==> src/hw/rtl/pir_smd_pkg.sv <==
// shared types, widths and register codes for the pir slope motion detector
package pir_smd_pkg;

	localparam int SAMPLE_BITS = 12;
	localparam int LENGTH_BITS = 16;
	localparam int THRESH_BITS = 12;
	localparam int TICKS_BITS = 16;
	localparam int CFG_DATA_BITS = 16;
	localparam int CFG_INDEX_BITS = 2;

	// compare widths cover both operands
	localparam int SWING_CMP_BITS = (SAMPLE_BITS > THRESH_BITS) ? SAMPLE_BITS : THRESH_BITS;
	localparam int LEN_CMP_BITS = (LENGTH_BITS > TICKS_BITS) ? LENGTH_BITS : TICKS_BITS;

	typedef logic [SAMPLE_BITS-1:0] sample_t;
	typedef logic [LENGTH_BITS-1:0] length_t;
	typedef logic [THRESH_BITS-1:0] thresh_t;
	typedef logic [TICKS_BITS-1:0] ticks_t;
	typedef logic [CFG_DATA_BITS-1:0] cfg_data_t;
	typedef logic [SWING_CMP_BITS-1:0] swing_cmp_t;
	typedef logic [LEN_CMP_BITS-1:0] len_cmp_t;

	typedef enum logic [CFG_INDEX_BITS-1:0] {
		CFG_SWING_THRESHOLD = 2'd0,
		CFG_MIN_SLOPE_TICKS = 2'd1,
		CFG_MAX_SLOPE_TICKS = 2'd2
	} cfg_index_t;

	localparam thresh_t SWING_THRESHOLD_RST = thresh_t'(100);
	localparam ticks_t MIN_SLOPE_TICKS_RST = ticks_t'(100);
	localparam ticks_t MAX_SLOPE_TICKS_RST = ticks_t'(2000);

	localparam length_t LENGTH_ZERO = '0;
	localparam length_t LENGTH_ONE = length_t'(1);
	localparam length_t LENGTH_MAX = '1;

	typedef struct packed {
		thresh_t swing_threshold;
		ticks_t min_slope_ticks;
		ticks_t max_slope_ticks;
	} cfg_t;

endpackage

==> src/hw/rtl/pir_smd_cfg.sv <==
// configuration register file
module pir_smd_cfg (
	input logic clk,
	input logic arst_n,
	input logic cfg_write,
	input logic [pir_smd_pkg::CFG_INDEX_BITS-1:0] cfg_index,
	input pir_smd_pkg::cfg_data_t cfg_data,
	output pir_smd_pkg::cfg_t cfg
);
	import pir_smd_pkg::*;

	cfg_t cfg_q;

	always_ff @(posedge clk or negedge arst_n) begin
		if (!arst_n) begin
			cfg_q.swing_threshold <= SWING_THRESHOLD_RST;
			cfg_q.min_slope_ticks <= MIN_SLOPE_TICKS_RST;
			cfg_q.max_slope_ticks <= MAX_SLOPE_TICKS_RST;
		end else if (cfg_write) begin
			unique case (cfg_index)
				CFG_SWING_THRESHOLD: cfg_q.swing_threshold <= cfg_data[THRESH_BITS-1:0];
				CFG_MIN_SLOPE_TICKS: cfg_q.min_slope_ticks <= cfg_data[TICKS_BITS-1:0];
				CFG_MAX_SLOPE_TICKS: cfg_q.max_slope_ticks <= cfg_data[TICKS_BITS-1:0];
				default: ;
			endcase
		end
	end

	assign cfg = cfg_q;

endmodule

==> src/hw/rtl/pir_smd_tracker.sv <==
// slope tracker state and end-of-slope qualification
module pir_smd_tracker (
	input logic clk,
	input logic arst_n,
	input logic step,
	input pir_smd_pkg::sample_t sample,
	input pir_smd_pkg::cfg_t cfg,
	output logic motion_event
);
	import pir_smd_pkg::*;

	sample_t low_q, high_q, low_d, high_d;
	logic rising_q, rising_d;
	length_t len_q, len_d, len_grow;
	sample_t swing;
	logic qualifies;

	// saturating length increment
	assign len_grow = (len_q == LENGTH_MAX) ? len_q : len_q + LENGTH_ONE;

	assign swing = (high_q > low_q) ? high_q - low_q : '0;
	assign qualifies = (swing_cmp_t'(swing) > swing_cmp_t'(cfg.swing_threshold))
		&& (len_cmp_t'(len_q) > len_cmp_t'(cfg.min_slope_ticks))
		&& (len_cmp_t'(len_q) < len_cmp_t'(cfg.max_slope_ticks));

	always_comb begin
		low_d = low_q;
		high_d = high_q;
		rising_d = rising_q;
		len_d = len_q;
		motion_event = 1'b0;
		if (len_q == LENGTH_ZERO) begin
			low_d = sample;
			high_d = '0;
			len_d = LENGTH_ONE;
		end else if (len_q == LENGTH_ONE) begin
			// direction still open, equal sample waits
			if (sample > low_q) begin
				high_d = sample;
				rising_d = 1'b1;
				len_d = len_grow;
			end else if (sample < low_q) begin
				high_d = low_q;
				low_d = sample;
				rising_d = 1'b0;
				len_d = len_grow;
			end
		end else if (!rising_q) begin
			if (sample < low_q) begin
				low_d = sample;
				len_d = len_grow;
			end else begin
				motion_event = qualifies;
				low_d = '0;
				high_d = '0;
				rising_d = 1'b0;
				len_d = LENGTH_ZERO;
			end
		end else begin
			if (sample > high_q) begin
				high_d = sample;
				len_d = len_grow;
			end else begin
				motion_event = qualifies;
				low_d = '0;
				high_d = '0;
				rising_d = 1'b0;
				len_d = LENGTH_ZERO;
			end
		end
	end

	always_ff @(posedge clk or negedge arst_n) begin
		if (!arst_n) begin
			low_q <= '0;
			high_q <= '0;
			rising_q <= 1'b0;
			len_q <= LENGTH_ZERO;
		end else if (step) begin
			low_q <= low_d;
			high_q <= high_d;
			rising_q <= rising_d;
			len_q <= len_d;
		end
	end

endmodule

==> src/hw/rtl/pir_slope_motion_detector_core.sv <==
// top level of the pir slope motion detector
//
// usage:
//   input channel: in_valid / in_stall with one adc sample per item
//   output channel: out_valid / out_stall with one motion_event per item
//   every accepted sample yields exactly one result, 1 when a qualifying
//   slope ended on that sample and 0 otherwise
//   result path: an accepted sample reaches motion_event through the
//   input register, then the result register
//   throughput: one item per cycle while out_stall is low; the tracker state
//   update is a compare and a saturating increment between the registers
//   stall: while the result register holds an untaken item, the input
//   register still loads once; after that in_stall rises until the result
//   is taken, so no item is dropped or repeated
//   config: plain write port (cfg_write, cfg_index, cfg_data), unknown
//   indexes ignored; users write only while no item is in flight, unchecked
//   reset: arst_n clears both pipeline registers, the tracker (idle) and
//   the thresholds to their defaults (swing 100, min 100, max 2000 ticks)
module pir_slope_motion_detector_core (
	input logic clk,
	input logic arst_n,
	input logic in_valid,
	output logic in_stall,
	input pir_smd_pkg::sample_t sample,
	output logic out_valid,
	input logic out_stall,
	output logic motion_event,
	input logic cfg_write,
	input logic [pir_smd_pkg::CFG_INDEX_BITS-1:0] cfg_index,
	input pir_smd_pkg::cfg_data_t cfg_data
);
	import pir_smd_pkg::*;

	cfg_t cfg;

	// input register
	logic valid_s1;
	sample_t sample_s1;

	// result register
	logic out_valid_q;
	logic event_q;
	logic event_d;

	logic advance; // result register free to load
	logic step;    // stage one item is processed this cycle
	logic in_take;

	assign advance = !out_valid_q || !out_stall;
	assign step = valid_s1 && advance;
	assign in_stall = valid_s1 && !advance;
	assign in_take = in_valid && !in_stall;

	pir_smd_cfg u_cfg (
		.clk(clk),
		.arst_n(arst_n),
		.cfg_write(cfg_write),
		.cfg_index(cfg_index),
		.cfg_data(cfg_data),
		.cfg(cfg)
	);

	pir_smd_tracker u_tracker (
		.clk(clk),
		.arst_n(arst_n),
		.step(step),
		.sample(sample_s1),
		.cfg(cfg),
		.motion_event(event_d)
	);

	// stage one: holds the accepted sample until the tracker consumes it
	always_ff @(posedge clk or negedge arst_n) begin
		if (!arst_n) begin
			valid_s1 <= 1'b0;
		end else if (in_take) begin
			valid_s1 <= 1'b1;
		end else if (step) begin
			valid_s1 <= 1'b0;
		end
	end

	always_ff @(posedge clk) begin
		if (in_take) begin
			sample_s1 <= sample;
		end
	end

	// result register: loads on step, drains when taken
	always_ff @(posedge clk or negedge arst_n) begin
		if (!arst_n) begin
			out_valid_q <= 1'b0;
		end else if (advance) begin
			out_valid_q <= step;
		end
	end

	always_ff @(posedge clk) begin
		if (step) begin
			event_q <= event_d;
		end
	end

	assign out_valid = out_valid_q;
	assign motion_event = event_q;

endmodule

==> config.mk <==
export PLATFORM = sky130hd
export DESIGN_NAME = pir_slope_motion_detector_core
export DESIGN_NICKNAME = d
export VERILOG_FILES = /design/src/hw/rtl/pir_smd_pkg.sv /design/src/hw/rtl/pir_smd_cfg.sv /design/src/hw/rtl/pir_smd_tracker.sv /design/src/hw/rtl/pir_slope_motion_detector_core.sv
export SDC_FILE = /design/constraint.sdc
export NUM_CORES = 1
export LEC_CHECK = 0
export BUFFER_PORTS_ARGS = -buffer_cell sky130_fd_sc_hd__buf_2
export CORE_UTILIZATION = 50
export DETAILED_ROUTE_END_ITERATION = 12
export GPL_ROUTABILITY_DRIVEN = 0
export GPL_TIMING_DRIVEN = 1
export PLACE_DENSITY = 0.67
export REMOVE_ABC_BUFFERS = 1
export SLEW_MARGIN = 30
export SYNTH_ARGS = -nofsm -noshare
export SYNTH_HDL_FRONTEND = slang
export SYNTH_HIERARCHICAL = 1
export SYNTH_SLANG_ARGS = --single-unit
==> constraint.sdc <==
create_clock -name clk -period 8.9 [get_ports clk]
set_input_delay 0.445 -clock clk [delete_from_list [all_inputs] [get_ports clk]]
set_output_delay 0.445 -clock clk [all_outputs]
set_load 0.1 [all_outputs]
==> results.tsv <==
metric	value	unit
outcome	finished, final reports clean	
post-place-ws	4.820	ns
fin_nets	801	
cts.reportedPaths.clkPinSlew	0.07	ns
grt_pass1_wl	25400	um
most_area_hungry_cell_type_in_the_yosys_netlist	sky130_fd_sc_hd__dfrtp_1	
layout-area-overhead-vs-synth	9.838	%
placed_cell_area	0.006884	mm2
ir_worst_vdd	0.1387	mV
cts_buffers	9	
detail_route.iter0.violations	301	
grt_setup_unrepaired	false	
crit_required	9.08	ns
syn_avg_cell_area	10.12	um2
critical_path_class	flip-flop to flip-flop	
timing.critical_path.buf_inv	1	
met2_length	6884	um
antenna_violations_before_repair	0	
met1_layer_wirelength_in_the_final_routing	7488	um
row_count	41	
boundaryPins	38	
routed-wl-met3	639	um
finalHoldViolCount	0	
synthesis.instances	650	
slowest_delay	0.58	ns
crit_path_max_fanout	11	
power.density	287.2	mW/mm2
maximum_number_of_pins_on_one_net_before_global_route_repair	88	
maxCapViolations	0	
yosysUniqueCellTypes	61	
netlist_top_cells_area	sky130_fd_sc_hd__dfrtp_1, sky130_fd_sc_hd__ha_1, sky130_fd_sc_hd__mux2_2	
clock_tree.buffer_depth	2	
cts.hold.buffers_added	0	
period_share	0.4629	
seq_area	0.002582	mm2
cts-root-buf	sky130_fd_sc_hd__clkbuf_16	
critPathLaunchType	flip-flop	
maxUsedRoutingLayer	met4	
vias_per_cell	5.833	
slew_violations	0	
multi_input_area	0.003595	mm2
combined_area_of_all_synthesized_cells	0.006575	mm2
worst_skew_pair.late_latency	0.36	ns
remaining_drc_errors	0	
layout.core_utilization	0.5677	
cts_num_sinks	100	
worst-slew-pin-transition	0.8067	ns
die_w	116.7	um
critical_path.top_delay_family	compound AO/OA/AOI/OAI gates	
place.port_buffers	37	
most-common-layout-cells	sky130_fd_sc_hd__ha_1, sky130_fd_sc_hd__inv_1, sky130_fd_sc_hd__dfrtp_1	
synth.yosys.seq_area_share	0.3928	
end_kind	flip-flop	
wl_per_cell	17.80	um
fin_skew	0.009114	ns
setup-violations-final	0	
initial_core_util	0.5168	
htree_levels	3	
wl	15310	um
post_synthesis_sequential_element_count	100	
min_path_type	primary input to asynchronous set/reset pin	
critical_path.cell_chain	inv_1, ha_1, nor2b_1, o21a_1, o21ai_0, a211oi_1, o31a_1, o21ai_1, nor3b_1, ha_1, nand4_1, or2_2, o221ai_1, o21ai_0, nor4_1	
gates_resized_cts_repair	0	
final_period_minus_worst_setup_slack	4.120	ns
synth_top_area_frac	0.2854	
global_route.usage.total	0.2482	
final_layout_size_suffix_gt1_frac	0.1831	
cts_tree	done	
synth-warning-count	6	
crit_arrival	4.30	ns
filler_cell_count	1125	
synthFlopType	sky130_fd_sc_hd__dfrtp_1	
synth_edf_count	13	
critPathSlowestCell	sky130_fd_sc_hd__o21ai_1	
layout.cells.most_common	sky130_fd_sc_hd__ha_1	
dp_hpwl	11430	um
antenna-diode-count	0	
static_leakage	0.003387	uW
postCtsSetupBuffers	0	
fin_tns_setup	0	ns
die_height	116.7	um
core	0.01272	mm2
vias	5016	
number_of_detailed_route_iterations_in_the_first_pass	5	
via_count_of_the_first_global_routing_pass	5054	
fin_area	0.007222	mm2
grt.overflow.total	0	
ant_nets	0	
design.die.area	0.01361	mm2
final_setup_margin	4.780	ns
fmax	242.7	MHz
timing.slew.headroom	0.4590	
asyncSetResetFlopFracSynth	0.8700	
==> synthesized netlist by cell type (3+ instances only) <==
cell / count
sky130_fd_sc_hd__inv_1: 77
sky130_fd_sc_hd__o31ai_1: 3
sky130_fd_sc_hd__nand2_1: 39
sky130_fd_sc_hd__mux2i_1: 3
sky130_fd_sc_hd__edfxtp_1: 13
sky130_fd_sc_hd__a22o_1: 12
sky130_fd_sc_hd__dfstp_2: 12
sky130_fd_sc_hd__o211ai_1: 5
sky130_fd_sc_hd__o21a_1: 6
sky130_fd_sc_hd__xor2_1: 3
sky130_fd_sc_hd__and2_1: 3
sky130_fd_sc_hd__and3_1: 4
sky130_fd_sc_hd__xnor2_1: 5
sky130_fd_sc_hd__a211oi_1: 6
sky130_fd_sc_hd__nor2_1: 31
sky130_fd_sc_hd__mux2_2: 45
sky130_fd_sc_hd__nor3_1: 9
sky130_fd_sc_hd__dfrtp_1: 75
sky130_fd_sc_hd__nand3_2: 3
sky130_fd_sc_hd__nor2b_1: 10
sky130_fd_sc_hd__a21boi_0: 3
sky130_fd_sc_hd__a22oi_1: 12
sky130_fd_sc_hd__o221ai_1: 3
sky130_fd_sc_hd__or3_1: 5
sky130_fd_sc_hd__buf_2: 8
sky130_fd_sc_hd__buf_6: 5
sky130_fd_sc_hd__clkbuf_1: 3
sky130_fd_sc_hd__nand2b_1: 6
sky130_fd_sc_hd__nand4_1: 24
sky130_fd_sc_hd__a21oi_1: 25
sky130_fd_sc_hd__a21o_1: 13
sky130_fd_sc_hd__o31a_1: 3
sky130_fd_sc_hd__nand3_1: 8
sky130_fd_sc_hd__o21ai_1: 11
sky130_fd_sc_hd__o21ai_0: 27
sky130_fd_sc_hd__o22ai_1: 4
sky130_fd_sc_hd__nor4_1: 6
sky130_fd_sc_hd__ha_1: 82
sky130_fd_sc_hd__a31oi_1: 11
==> state kept, by name (all words and copies together), names as in the netlist <==
signal,flops
sample_s1,12
u_cfg/cfg,44
u_tracker/high_q,12
motion_event,1
u_tracker/rising_q,1
valid_s1,1
out_valid,1
u_tracker/low_q,12
u_tracker/len_q,16
==> worst register-to-register path: cells and delay by family (launching register included) <==
family | cells | cell delay [ns]
flops | 1 | 0.37
fa+ha+maj | 2 | 0.65
compound gates | 7 | 1.86
buf+inv | 1 | 0.08
simple gates | 5 | 0.98
==> cell type report <==
type	count	share of cell area
Multi-Input combinational cell	456	0.4977
Clock inverter	2	0.005198
Tap cell	172	0.02980
Timing Repair Buffer	39	0.02859
Inverter	77	0.04002
Sequential cell	100	0.3576
Clock buffer	14	0.04106
==> routing by layer <==
| metal | vias up | GRT usage |
|---|---|---|
| met1 | 2429 | 0.3552 |
| met2 | 128 | 0.3771 |
| met4 | 0 | 0.1046 |
| li1 | 2434 | - |
| met3 | 25 | 0.03425 |
| met5 | - | 0 |
==> stage by stage <==
step / power (uW) / hold WS, ns / cells
3_5_place_dp: 1631 / 0.4895 / 844
3_3_place_gp: 1591 / 0.4769 / 844
6_report: 2074 / 0.1347 / 860
4_1_cts: 2073 / 0.1893 / 860
5_1_grt: 2238 / 0.2214 / 860
2_1_floorplan: 1355 / 0.1494 / 633
==> where the power goes <==
part / internal [uW] / total [uW] / switching [uW] / leakage (uW)
Combinational: 412 / 1010 / 596 / 0.00203
Clock: 260 / 429 / 169 / 0.000159
Sequential: 562 / 638 / 75.8 / 0.00120
==> final timing paths <==
path | start | endpoint | slack, ns | depth (start not counted)
setup / recovery | u_tracker/low_q[2] | motion_event | 4.78 | 15
hold / removal | arst_n | u_tracker/len_q[8] | 0.13 | 1
min in group clk | sample[3] | sample_s1[3] | 0.26 | 1
setup reg to reg | u_tracker/low_q[2] | motion_event | 4.78 | 15
max in group asynchronous | arst_n | u_tracker/high_q[2] | 8.18 | 1
hold reg to reg | valid_s1 | out_valid | 0.50 | 1
==> kinds of logic (layout without fill, tap and decap cells) <==
logic type / count (synthesis) / after routing / share of synthesized area
buffers and inverters: 94 / 132 / 0.06147
adder cells (fa/ha/maj): 83 / 83 / 0.1591
flip-flops: 100 / 100 / 0.3928
AO/OA/AOI/OAI: 155 / 155 / 0.1574
multiplexers: 48 / 48 / 0.08164
AND/OR/NAND/NOR: 162 / 162 / 0.1370
XOR/XNOR: 8 / 8 / 0.01066
No activity file was read; power rests on OpenSTA's default activity.
